**config.mk**
```make
export PLATFORM = sky130hd
export DESIGN_NAME = trial_division_primality
export DESIGN_NICKNAME = d
export VERILOG_FILES = /design/src/rtl/core/tdp_pkg.sv /design/src/rtl/core/trial_division_primality.sv /design/src/rtl/core/tdp_dp.sv /design/src/rtl/core/tdp_ctrl.sv
export SDC_FILE = /design/constraint.sdc
export NUM_CORES = 1
export LEC_CHECK = 0
export ABC_AREA = 1
export BUFFER_PORTS_ARGS = -buffer_cell sky130_fd_sc_hd__buf_2
export CORE_MARGIN = 2
export CORE_UTILIZATION = 60
export DETAILED_ROUTE_END_ITERATION = 10
export PLACE_DENSITY_LB_ADDON = 0.15
export SLEW_MARGIN = 20
export SYNTH_ARGS = -nofsm -noshare
export SYNTH_HDL_FRONTEND = slang
export SYNTH_SLANG_ARGS = --single-unit
```
**constraint.sdc**
```tcl
create_clock -name clk -period 4.4 [get_ports clk]
set_clock_uncertainty 0.15 [all_clocks]
set_input_delay 0.66 -clock clk [delete_from_list [all_inputs] [get_ports clk]]
set_output_delay 0.66 -clock clk [all_outputs]
set_load 0.005 [all_outputs]
```
**src/rtl/core/tdp_pkg.sv**
```systemverilog
// ----------------------------------------------------------------------------
// Trial division primality package
// Shared constants, state encoding and the command and status bundles that
// pass between the controller and the datapath.
// ----------------------------------------------------------------------------
`default_nettype none

package tdp_pkg;

  // Default operand width.
  localparam int unsigned WIDTH_DEF = 32;

  // Trial divisor constants.
  localparam int unsigned FIRST_DIV = 5;
  localparam int unsigned DIV_STEP  = 6;
  localparam int unsigned PAIR_GAP  = 2;
  localparam int unsigned SMALL_DIV = 3;

  // Divisor choice when a division starts.
  typedef enum logic [1:0] {
    SEL_THREE,
    SEL_D,
    SEL_D_PLUS2,
    SEL_D_NEXT
  } div_sel_t;

  // Controller states.
  typedef enum logic [3:0] {
    ST_IDLE,
    ST_CHECK,
    ST_DIV3,
    ST_CHK3,
    ST_DIVD,
    ST_CHKD,
    ST_DIVD2,
    ST_CHKD2,
    ST_DONE
  } state_t;

  // Commands from the controller to the datapath.
  typedef struct packed {
    logic     load;
    logic     d_init;
    logic     start;
    div_sel_t sel;
    logic     step;
  } cmd_t;

  // Status from the datapath to the controller.
  typedef struct packed {
    logic n_le1;
    logic n_le3;
    logic n_even;
    logic div_last;
    logic rem_zero;
    logic bound_ok;
  } sts_t;

endpackage

`default_nettype wire

```
**src/rtl/core/trial_division_primality.sv**
```systemverilog
// Numbers 0..3 and even numbers are decided without a division, a number that
// 3 divides after one division, and a prime after division by 3 and by each
// divisor pair (i, i + 2) until the divisor passes its square root.
// One number at a time; the single one-bit-per-cycle divider is shared by
// every trial divisor.
// Reset: synchronous, active low; clears the controller and the output beat.
// ----------------------------------------------------------------------------
// Trial division primality tester
// Reports whether an unsigned number is prime by trial division over 3 and
// the divisor pairs 6k - 1, 6k + 1.
// ----------------------------------------------------------------------------
`default_nettype none

module trial_division_primality #(
  parameter int unsigned WIDTH = tdp_pkg::WIDTH_DEF
) (
  input  wire logic             clk,
  input  wire logic             rst_n,
  input  wire logic             in_valid,
  output logic                  in_stall,
  input  wire logic [WIDTH-1:0] in_number,
  output logic                  out_valid,
  input  wire logic             out_stall,
  output logic                  out_is_prime
);

  tdp_pkg::cmd_t cmd;
  tdp_pkg::sts_t sts;

  // Sequencer and handshakes.
  tdp_ctrl u_ctrl (
    .clk          (clk),
    .rst_n        (rst_n),
    .in_valid     (in_valid),
    .in_stall     (in_stall),
    .out_valid    (out_valid),
    .out_stall    (out_stall),
    .out_is_prime (out_is_prime),
    .cmd          (cmd),
    .sts          (sts)
  );

  // Operand registers and the shared divider.
  tdp_dp #(
    .WIDTH (WIDTH)
  ) u_dp (
    .clk    (clk),
    .rst_n  (rst_n),
    .number (in_number),
    .cmd    (cmd),
    .sts    (sts)
  );

endmodule

`default_nettype wire

```
**src/rtl/core/tdp_dp.sv**
```systemverilog
// ----------------------------------------------------------------------------
// Trial division primality datapath
// Holds the number under test and the trial divisor, and runs a restoring
// divider that produces one quotient bit per cycle.
// ----------------------------------------------------------------------------
`default_nettype none

module tdp_dp #(
  parameter int unsigned WIDTH = tdp_pkg::WIDTH_DEF
) (
  input  wire logic          clk,
  input  wire logic          rst_n,
  input  wire logic [WIDTH-1:0] number,
  input  wire tdp_pkg::cmd_t cmd,
  output tdp_pkg::sts_t      sts
);

  localparam int unsigned CNT_W = (WIDTH > 1) ? $clog2(WIDTH) : 1;

  logic [WIDTH-1:0] n_r;
  logic [WIDTH-1:0] d_r,   d_nxt;
  logic [WIDTH-1:0] div_r, div_nxt;
  logic [WIDTH-1:0] rem_r, rem_nxt;
  logic [WIDTH-1:0] quo_r, quo_nxt;
  logic [CNT_W-1:0] cnt_r, cnt_nxt;
  logic [WIDTH+1:0] diff;
  logic [WIDTH-1:0] d_plus2;
  logic [WIDTH-1:0] d_next;

  assign d_plus2 = d_r + WIDTH'(tdp_pkg::PAIR_GAP);
  assign d_next  = d_r + WIDTH'(tdp_pkg::DIV_STEP);

  // One restoring step: shift in the next dividend bit and try to subtract.
  assign diff = {1'b0, rem_r, quo_r[WIDTH-1]} - {2'b00, div_r};

  // Next state of the divisor, the divider and the step counter.
  always_comb begin
    d_nxt   = d_r;
    div_nxt = div_r;
    rem_nxt = rem_r;
    quo_nxt = quo_r;
    cnt_nxt = cnt_r;
    if (cmd.d_init) begin
      d_nxt = WIDTH'(tdp_pkg::FIRST_DIV);
    end
    if (cmd.start) begin
      rem_nxt = '0;
      quo_nxt = n_r;
      cnt_nxt = '0;
      unique case (cmd.sel)
        tdp_pkg::SEL_THREE:   div_nxt = WIDTH'(tdp_pkg::SMALL_DIV);
        tdp_pkg::SEL_D:       div_nxt = d_r;
        tdp_pkg::SEL_D_PLUS2: div_nxt = d_plus2;
        tdp_pkg::SEL_D_NEXT: begin
          div_nxt = d_next;
          d_nxt   = d_next;
        end
        default:              div_nxt = d_r;
      endcase
    end else if (cmd.step) begin
      cnt_nxt = cnt_r + CNT_W'(1);
      if (diff[WIDTH+1]) begin
        rem_nxt = {rem_r[WIDTH-2:0], quo_r[WIDTH-1]};
        quo_nxt = {quo_r[WIDTH-2:0], 1'b0};
      end else begin
        rem_nxt = diff[WIDTH-1:0];
        quo_nxt = {quo_r[WIDTH-2:0], 1'b1};
      end
    end
  end

  // Datapath registers carry payload only.
  always_ff @(posedge clk) begin
    if (cmd.load) begin
      n_r <= number;
    end
    d_r   <= d_nxt;
    div_r <= div_nxt;
    rem_r <= rem_nxt;
    quo_r <= quo_nxt;
    cnt_r <= cnt_nxt;
  end

  // Status toward the controller. The last-step flag is only read while the
  // controller is stepping a division.
  always_comb begin
    sts.n_le1    = (n_r <= WIDTH'(1));
    sts.n_le3    = (n_r <= WIDTH'(tdp_pkg::SMALL_DIV));
    sts.n_even   = ~n_r[0];
    sts.div_last = (cnt_r == CNT_W'(WIDTH - 1));
    sts.rem_zero = (rem_r == '0);
    sts.bound_ok = (div_r <= quo_r);
  end

  // Starting a division loads the dividend and clears the remainder.
  assert property (@(posedge clk) disable iff (!rst_n)
    cmd.start |=> (quo_r == n_r) && (rem_r == '0))
    else $error("divider did not load the dividend");

  // A completed division leaves a remainder below the divisor.
  assert property (@(posedge clk) disable iff (!rst_n)
    cmd.step && sts.div_last && (div_r != '0) |=> (rem_r < div_r))
    else $error("remainder not below divisor");

  // The counter only wraps through the final step of a division.
  assert property (@(posedge clk) disable iff (!rst_n)
    cmd.step && !sts.div_last |=> (cnt_r == $past(cnt_r) + CNT_W'(1)))
    else $error("step counter skipped");

endmodule

`default_nettype wire

```
**src/rtl/core/tdp_ctrl.sv**
```systemverilog
// ----------------------------------------------------------------------------
// Trial division primality controller
// Sequences the small-value checks, the division by three and the pairs of
// trial divisions, and owns the input and result handshakes.
// ----------------------------------------------------------------------------
`default_nettype none

module tdp_ctrl (
  input  wire logic          clk,
  input  wire logic          rst_n,
  input  wire logic          in_valid,
  output logic               in_stall,
  output logic               out_valid,
  input  wire logic          out_stall,
  output logic               out_is_prime,
  output tdp_pkg::cmd_t      cmd,
  input  wire tdp_pkg::sts_t sts
);

  tdp_pkg::state_t state_r, state_nxt;
  logic res_r, res_nxt;
  logic out_valid_r, out_valid_nxt;
  logic out_is_prime_r;
  logic out_load;

  // State register and result registers.
  always_ff @(posedge clk) begin
    if (!rst_n) begin
      state_r     <= tdp_pkg::ST_IDLE;
      out_valid_r <= 1'b0;
    end else begin
      state_r     <= state_nxt;
      out_valid_r <= out_valid_nxt;
    end
    res_r <= res_nxt;
    if (out_load) begin
      out_is_prime_r <= res_r;
    end
  end

  // Next state and datapath commands.
  always_comb begin
    state_nxt  = state_r;
    res_nxt    = res_r;
    cmd        = '0;
    cmd.sel    = tdp_pkg::SEL_D;
    in_stall   = 1'b1;
    out_load   = 1'b0;
    unique case (state_r)
      tdp_pkg::ST_IDLE: begin
        in_stall = 1'b0;
        if (in_valid) begin
          cmd.load  = 1'b1;
          state_nxt = tdp_pkg::ST_CHECK;
        end
      end
      tdp_pkg::ST_CHECK: begin
        if (sts.n_le1) begin
          res_nxt   = 1'b0;
          state_nxt = tdp_pkg::ST_DONE;
        end else if (sts.n_le3) begin
          res_nxt   = 1'b1;
          state_nxt = tdp_pkg::ST_DONE;
        end else if (sts.n_even) begin
          res_nxt   = 1'b0;
          state_nxt = tdp_pkg::ST_DONE;
        end else begin
          cmd.start  = 1'b1;
          cmd.sel    = tdp_pkg::SEL_THREE;
          cmd.d_init = 1'b1;
          state_nxt  = tdp_pkg::ST_DIV3;
        end
      end
      tdp_pkg::ST_DIV3: begin
        cmd.step = 1'b1;
        if (sts.div_last) begin
          state_nxt = tdp_pkg::ST_CHK3;
        end
      end
      tdp_pkg::ST_CHK3: begin
        if (sts.rem_zero) begin
          res_nxt   = 1'b0;
          state_nxt = tdp_pkg::ST_DONE;
        end else begin
          cmd.start = 1'b1;
          cmd.sel   = tdp_pkg::SEL_D;
          state_nxt = tdp_pkg::ST_DIVD;
        end
      end
      tdp_pkg::ST_DIVD: begin
        cmd.step = 1'b1;
        if (sts.div_last) begin
          state_nxt = tdp_pkg::ST_CHKD;
        end
      end
      tdp_pkg::ST_CHKD: begin
        // Past the square root with no divisor found: the number is prime.
        if (!sts.bound_ok) begin
          res_nxt   = 1'b1;
          state_nxt = tdp_pkg::ST_DONE;
        end else if (sts.rem_zero) begin
          res_nxt   = 1'b0;
          state_nxt = tdp_pkg::ST_DONE;
        end else begin
          cmd.start = 1'b1;
          cmd.sel   = tdp_pkg::SEL_D_PLUS2;
          state_nxt = tdp_pkg::ST_DIVD2;
        end
      end
      tdp_pkg::ST_DIVD2: begin
        cmd.step = 1'b1;
        if (sts.div_last) begin
          state_nxt = tdp_pkg::ST_CHKD2;
        end
      end
      tdp_pkg::ST_CHKD2: begin
        if (sts.rem_zero) begin
          res_nxt   = 1'b0;
          state_nxt = tdp_pkg::ST_DONE;
        end else begin
          cmd.start = 1'b1;
          cmd.sel   = tdp_pkg::SEL_D_NEXT;
          state_nxt = tdp_pkg::ST_DIVD;
        end
      end
      tdp_pkg::ST_DONE: begin
        // Hand the verdict to the output register once it is free.
        if (!out_valid_r || !out_stall) begin
          out_load  = 1'b1;
          state_nxt = tdp_pkg::ST_IDLE;
        end
      end
      default: begin
        state_nxt = tdp_pkg::ST_IDLE;
      end
    endcase
  end

  // The output register holds a beat until the receiver takes it.
  always_comb begin
    out_valid_nxt = out_load ? 1'b1 : (out_valid_r && out_stall);
  end

  assign out_valid    = out_valid_r;
  assign out_is_prime = out_is_prime_r;

  // An accepted beat is always examined on the next cycle.
  assert property (@(posedge clk) disable iff (!rst_n)
    in_valid && !in_stall |=> state_r == tdp_pkg::ST_CHECK)
    else $error("accepted beat not examined");

  // Running past the square root always ends with a prime verdict.
  assert property (@(posedge clk) disable iff (!rst_n)
    (state_r == tdp_pkg::ST_CHKD) && !sts.bound_ok
    |=> (state_r == tdp_pkg::ST_DONE) && res_r)
    else $error("bound exit did not report prime");

  // A verdict is only loaded when the output register has room.
  assert property (@(posedge clk) disable iff (!rst_n)
    out_load |-> !out_valid_r || !out_stall)
    else $error("result overwrote a pending beat");

  // The second division of a pair runs to its last step before its check state.
  assert property (@(posedge clk) disable iff (!rst_n)
    (state_r == tdp_pkg::ST_CHKD2) |-> $past(sts.div_last))
    else $error("check state entered mid-division");

endmodule

`default_nettype wire
```
Yosys cells after proc, flatten, opt, wreduce, memory -nomap -nowiden
Cells that the tools add are included.

word-level totals
  register bits after elaboration = 172
  logic and storage cells = 90
  input port bits = 36
  output and inout port bits = 3

cells by class
  magnitude comparators = 3
  reduce and logical (&&, ||, !) cells = 13
  add/subtract/negate cells = 4
  equal/unequal tests = 18
  mux-type cells = 42

operator list
  kind                   count
  $mux 32                6
  $pmux 32 s4            1
  $mux 4                 14
  $sub 33x32->34         1
  $add 32x2->32 const B  1
  $add 32x3->32 const B  1
  $le 32x1->1 const B    1
  $le 32x2->1 const B    1
  $le 32x32->1           1
  $logic_not 32->1       1
  $pmux 4 s8             1
  $eq 4x3->1 const B     4
  $mux 1                 14
  $mux 3                 4
  $pmux 3 s4             1
  $eq 4x2->1 const B     2
  $ne 2x2->1 const B     4
  $add 5x1->5 const B    1
  $eq 5x5->1 const B     1
  $reduce_and 5->1       1
  $eq 2x2->1 const B     2
  $eq 4x1->1 const B     1
  $eq 4x4->1 const B     1
  $logic_not 4->1        1
  other kinds (13)       14

Logic depth before layout (Yosys ltp)
  depth after elaboration = 7
  depth in mapped cells = 19
  depth with buffers taken out = 19

By module
Synthesis repeated with hierarchy kept, for this count alone.

unflattened totals
  cells, all modules = 1634
  area, all modules = 11758.8 µm²

by module, submodules not included
  module    instances  area each (µm²)  cells each  sequential area each (µm²)
  tdp_dp    1          11274.6          1559        4274.1
  tdp_ctrl  1          484.2            75          160.2

Worst setup path before layout
OpenSTA, ideal clock, no wires.

  path type = reg2reg
  from = register u_dp.div_r[31]
  to = register u_dp.quo_r[0] (enable)
  slack = 0.987 ns
  stages on the path, launching flop included = 13
  required time = 3.620 ns
  path buffers = 2
  period minus slack after synthesis = 3.413 ns
  arrival time = 2.633 ns
  setup time = 0.630 ns
  cell sequence = edfxtp_1 > ha_1 > nand2_1 > nor2_1 > nand2_1 > nor4_2 > nand2_1 > nand2_1 > nand2_1 > nand3_2 > buf_4 > buf_4 > nand4_1

between the ends
  cells in the longest elaborated chain, start to end = 4

ends and longest elaborated chain
  element                      line            RTL
  start, declared              tdp_dp.sv:22    logic [WIDTH-1:0] div_r, div_nxt;
  start signal, assigned       tdp_dp.sv:78    div_r <= div_nxt;
  $le 32x32->1                 tdp_dp.sv:92    sts.bound_ok = (div_r <= quo_r);
  $mux 3                       tdp_ctrl.sv:98  if (!sts.bound_ok) begin
  $pmux 3 s4                   tdp_ctrl.sv:49  unique case (state_r)
  $reduce_bool 2->1 (no line)  n/a
  end signal, assigned         tdp_dp.sv:80    quo_r <= quo_nxt;
  end, declared                tdp_dp.sv:24    logic [WIDTH-1:0] quo_r, quo_nxt;

Every way passes these cells.
A chain may end at the register's enable or synchronous reset.

Worst setup path in the final report
  from = register u_dp.div_r[28]
  to = register u_dp.quo_r[0], data pin

between the ends
  cells in the longest elaborated chain, start to end = 4
  elaborated cells between the ends (all ways) = 7
  classes of those cells = add/sub: 1; order compare: 1; mux: 5

ends and longest elaborated chain
  element                                         line                          RTL
  $le 32x32->1 or $sub 33x32->34 (tied branches)  tdp_dp.sv:92, tdp_dp.sv:34
  $mux 3 or $mux 1 (tied branches)                tdp_ctrl.sv:98, tdp_dp.sv:62
  $pmux 3 s4 or $mux 32 (tied branches)           tdp_ctrl.sv:49, tdp_dp.sv:60
  $mux 32 (*)                                     tdp_dp.sv:46                  if (cmd.start) begin
  via u_dp.quo_nxt[0]                             tdp_dp.sv:24

Mark *: on every way through the listed nets, which the timed path passes. The rest lies on a longest branch. The select of a mux whose other input is x is not followed.

==> results_tabular.tex <==
\begin{tabular}{lr}
\hline
Metric & Value \\
\hline
\multicolumn{2}{l}{\textbf{Floorplanning}} \\
Effective utilization at floorplan & between 60 and 70\% \\
Core region area & 0.0210 sq mm \\
Number of primary I/O pins & 39 \\
Height of the die & 150 um \\
Die width & 150 um \\
Number of rows created at floorplan & 53 \\
Die Footprint & 0.0224 sq mm \\
\multicolumn{2}{l}{\textbf{Synthesis}} \\
Count of flip-flops with a built-in enable after synthesis & 99 \\
Most common library cells after synthesis & sky130\_fd\_sc\_hd\_\_nand2\_1, sky130\_fd\_sc\_hd\_\_inv\_1, sky130\_fd\_sc\_hd\_\_nor2\_1 \\
Number of cells produced by synthesis & 1913 \\
Biggest area contributors in the synthesized netlist & sky130\_fd\_sc\_hd\_\_edfxtp\_1, sky130\_fd\_sc\_hd\_\_nand2\_1, sky130\_fd\_sc\_hd\_\_dfxtp\_1 \\
Post-synthesis net count & between 2000 and 2500 \\
Number of library cell types mapped by synthesis & 43 \\
Netlist Area Pre-Place & approximately 0.013 sq mm \\
Post-synthesis sequential area ratio & a little over a third \\
Post-synthesis async set-or-reset flop share & 0\% \\
Most common flop cell mapped by yosys & sky130\_fd\_sc\_hd\_\_edfxtp\_1 \\
Fraction of post-synthesis cell area in the top cell type by area & between 20\% and 30\% \\
Synth Warn \# & 0 \\
\#FFs+latches synth & approximately 170 \\
Largest area contributor in the netlist & sky130\_fd\_sc\_hd\_\_edfxtp\_1 \\
Average size of a mapped cell & 6.66 sq um \\
Cell with the most instances after synthesis & sky130\_fd\_sc\_hd\_\_nand2\_1 \\
\multicolumn{2}{l}{\textbf{CTS}} \\
Cell at the root of the clock tree & sky130\_fd\_sc\_hd\_\_clkbuf\_16 \\
Clock Pin Slew Worst Setup and Hold Paths & 0.08 ns \\
CTS H-Tree Depth & 4 \\
Num CTS Buffers & 17 \\
Number of hold buffers added after cts & 0 \\
TritonCTS Sinks & 172 \\
Clock Path Buffers & 2 \\
Insertion delay of the later-clocked pin in the worst-skew pair & 0.44 ns \\
Clock tree from TritonCTS & yes \\
Post-CTS Setup Inserts & 0 \\
Count of instances resized after the clock tree is built & 0 \\
\multicolumn{2}{l}{\textbf{Worst setup path}} \\
Arrival time reported for the critical path endpoint & roughly 3.4 ns \\
Critical Path, Cell by Cell & inv\_1, ha\_1, a21oi\_1, nand2\_1, nand2\_1, nand3\_1, nor2\_2, buf\_4, nand3\_2, nand4\_1, nand2\_1 \\
Type of the worst setup path & reg2reg \\
Crit path launch type & flop \\
Highest cell delay on the worst timing path & slightly below 0.7 ns \\
Largest fanout on the critical path & 33 \\
Most numerous cell on the critical path & sky130\_fd\_sc\_hd\_\_nand2\_1 \\
Worst endpoint required time & between 4 and 5 ns \\
Slowest stage cell, crit path & sky130\_fd\_sc\_hd\_\_nand3\_2 \\
Type of destination of the critical path & flop \\
Number of buffers and inverters on the critical path & 2 \\
Crit-path leading delay family & simple AND/OR/NAND/NOR gates \\
\multicolumn{2}{l}{\textbf{Cells and area}} \\
Layout cell share with drive strength beyond 1 & under 10\% \\
Count of filler cells inserted in the layout & 1911 \\
Net count reported at finish & 2025 \\
Combined flip-flop and latch cell area & 0.00443 sq mm \\
Area growth from synthesis to layout & 7.71\% \\
Post-Route Utilization & 65.5\% \\
Area taken by multi-input logic gates & 0.00662 sq mm \\
\multicolumn{2}{l}{\textbf{Drt}} \\
Remaining design rule violation count & 0 \\
Final Routed Wirelength & 36.3 mm \\
Via count & $\sim$12000 \\
ANT nets after route & 0 \\
Average wire per standard cell & 16.4 um \\
First-pass DRT Iterations & 5 \\
Number of vias per cell after detailed routing & 5.49 \\
Violation count after the first detailed-route iteration & 1345 \\
\multicolumn{2}{l}{\textbf{Timing}} \\
Shortest period the worst path allows & between 3 and 4 ns \\
Tightest hold margin & about 0.25 ns \\
Worst Tran Pin Value & 0.748 ns \\
Total Negative Setup Slacks & 0 ns \\
Setup-violating endpoint count in the final report & 0 \\
F\_max & between 200 and 300 MHz \\
Hold Violations, Final & 0 \\
Fin. max-slew vios & 0 \\
Unrepaired setup endpoints after global routing & no \\
Worst slew slack as a fraction of its limit & 50.1\% \\
Final worst path period share & between 70\% and 80\% \\
\multicolumn{2}{l}{\textbf{Global routing}} \\
Number of global-route vias before repair & 11388 \\
Overall track demand over capacity in global routing & 33.4\% \\
Layer with the highest usage after global routing & met2 \\
Wire length of the first global-routing pass & 58.1 mm \\
Met3 layer usage reported by global route & 5.09\% \\
Met1 track demand over resource in global routing & roughly 44\% \\
Pin count of the biggest net entering global routing & 60 \\
Met2 track demand over resource in global routing & 56.4\% \\
Global route total overflow & 0 \\
Number of antenna violations at the first check in global routing & 1 \\
\multicolumn{2}{l}{\textbf{Worst hold path}} \\
HP Class & in2reg \\
\multicolumn{2}{l}{\textbf{Power and ir drop}} \\
VDD IR-drop max & 315 uV \\
Power density normalized to cell area & 345 mW/mm\^{}2 \\
Sequential share of power & 43.4\% \\
Reported leakage power & 7.09 nW \\
Internal Pwr Total & 3.07 mW \\
Switching power as a share of total power & 35.1\% \\
Switching Power & 1.66 mW \\
Clock share of power & 33.3\% \\
Part of the power in combinational logic & 23.3\% \\
\multicolumn{2}{l}{\textbf{Run status}} \\
Outcome & completed \\
\multicolumn{2}{l}{\textbf{Placed design}} \\
Half-perimeter wire length after placement & around 27 mm \\
Port Buf Inserts & 38 \\
Final Wtd Congestion & 0.960 \\
\multicolumn{2}{l}{\textbf{Flow run}} \\
Number of max-capacitance violations reported & 0 \\
\hline
\end{tabular}
==> routing by layer <==
| layer | up-vias | part of all wire (%) |
|---|---|---|
| met5 | - | 0 |
| met4 | 0 | 2.4 |
| met3 | 62 | 7.3 |
| met2 | 470 | 47 |
| met1 | 5524 | 43 |
| li1 | 6066 | - |
==> layout make-up <==
type,instances,area share (%)
diodes,1,0.0182
clock buffers,17,3.10
clock inverters,15,1.39
inverters,366,10.0
multi-input cells,1307,48.3
flip-flops and latches,172,32.3
well taps,275,2.51
repair buffers,56,2.37
==> power groups by stage <==
stage	Combinational (mW)	Sequential [mW]	Clock (mW)
finish	1.10	2.05	1.58
CTS	1.09	2.05	1.59
floorplan	0.779	2.03	0
detailed placement	1.08	2.08	0
global route	1.22	2.07	1.64
global placement	1.05	2.07	0
==> flip-flops by register name (all words and copies together), names as in the netlist <==
name / flops
u_ctrl.out_is_prime: 1
u_ctrl.out_valid: 1
u_ctrl.res_r: 1
u_ctrl.state_r: 4
u_dp.cnt_r: 5
u_dp.d_r: 32
u_dp.div_r: 32
u_dp.n_r: 32
u_dp.quo_r: 32
u_dp.rem_r: 32
==> cells in the final DEF (no fill, tap or decap), types with 3 or more instances in the layout <==
master / count
sky130_fd_sc_hd__a21oi_1: 35
sky130_fd_sc_hd__and2_1: 7
sky130_fd_sc_hd__buf_2: 38
sky130_fd_sc_hd__buf_4: 18
sky130_fd_sc_hd__clkbuf_16: 17
sky130_fd_sc_hd__clkinv_4: 4
sky130_fd_sc_hd__dfxtp_1: 73
sky130_fd_sc_hd__edfxtp_1: 99
sky130_fd_sc_hd__ha_1: 68
sky130_fd_sc_hd__inv_1: 360
sky130_fd_sc_hd__inv_2: 5
sky130_fd_sc_hd__inv_6: 3
sky130_fd_sc_hd__inv_8: 3
sky130_fd_sc_hd__nand2_1: 633
sky130_fd_sc_hd__nand2_2: 4
sky130_fd_sc_hd__nand3_1: 94
sky130_fd_sc_hd__nand3_2: 4
sky130_fd_sc_hd__nand4_1: 145
sky130_fd_sc_hd__nor2_1: 161
sky130_fd_sc_hd__nor2_2: 11
sky130_fd_sc_hd__nor3_1: 15
sky130_fd_sc_hd__nor3_2: 3
sky130_fd_sc_hd__nor4_1: 8
sky130_fd_sc_hd__o21ai_0: 30
sky130_fd_sc_hd__o21ai_1: 10
sky130_fd_sc_hd__xnor2_1: 15
sky130_fd_sc_hd__xor2_1: 39
==> worst reg2reg max path, stage by stage (launching register included) <==
cell                       delay, ns
sky130_fd_sc_hd__edfxtp_1       0.40
sky130_fd_sc_hd__inv_1          0.14
sky130_fd_sc_hd__ha_1           0.31
sky130_fd_sc_hd__a21oi_1        0.27
sky130_fd_sc_hd__nand2_1        0.11
sky130_fd_sc_hd__nand2_1        0.07
sky130_fd_sc_hd__nand3_1        0.07
sky130_fd_sc_hd__nor2_2         0.10
sky130_fd_sc_hd__buf_4          0.36
sky130_fd_sc_hd__nand3_2        0.71
sky130_fd_sc_hd__nand4_1        0.36
sky130_fd_sc_hd__nand2_1        0.07
==> path summary, 6_finish.rpt <==
kind	start	end	slack [ns]	cells past startpoint
hold reg to reg	u_ctrl.res_r	u_ctrl.out_is_prime	0.34	0
setup / recovery	u_dp.div_r[28]	u_dp.quo_r[0]	1.05	11
setup reg to reg	u_dp.div_r[28]	u_dp.quo_r[0]	1.05	11
hold / removal	in_number[26]	u_dp.n_r[26]	0.25	1
==> metrics by stage <==
step | worst slack, ns | instance area [sq um] | total power [mW] | instances
floorplan | 0.987 | 12700 | 2.81 | 1913
global placement | 1.11 | 13100 | 3.12 | 2176
detailed placement | 1.13 | 13100 | 3.16 | 2176
CTS | 1.10 | 13700 | 4.72 | 2208
global route | 0.800 | 13700 | 4.93 | 2208
finish | 1.05 | 13700 | 4.73 | 2209
==> cells by family after synthesis <==
group | synth area share (%)
AND/OR/NAND/NOR | 37.8
buffers and inverters | 13.3
flip-flops | 34.8
AO/OA/AOI/OAI | 3.54
adder cells (fa/ha/maj) | 6.84
XOR/XNOR | 3.71
Note: power is estimated with default switching activity, not from simulation.
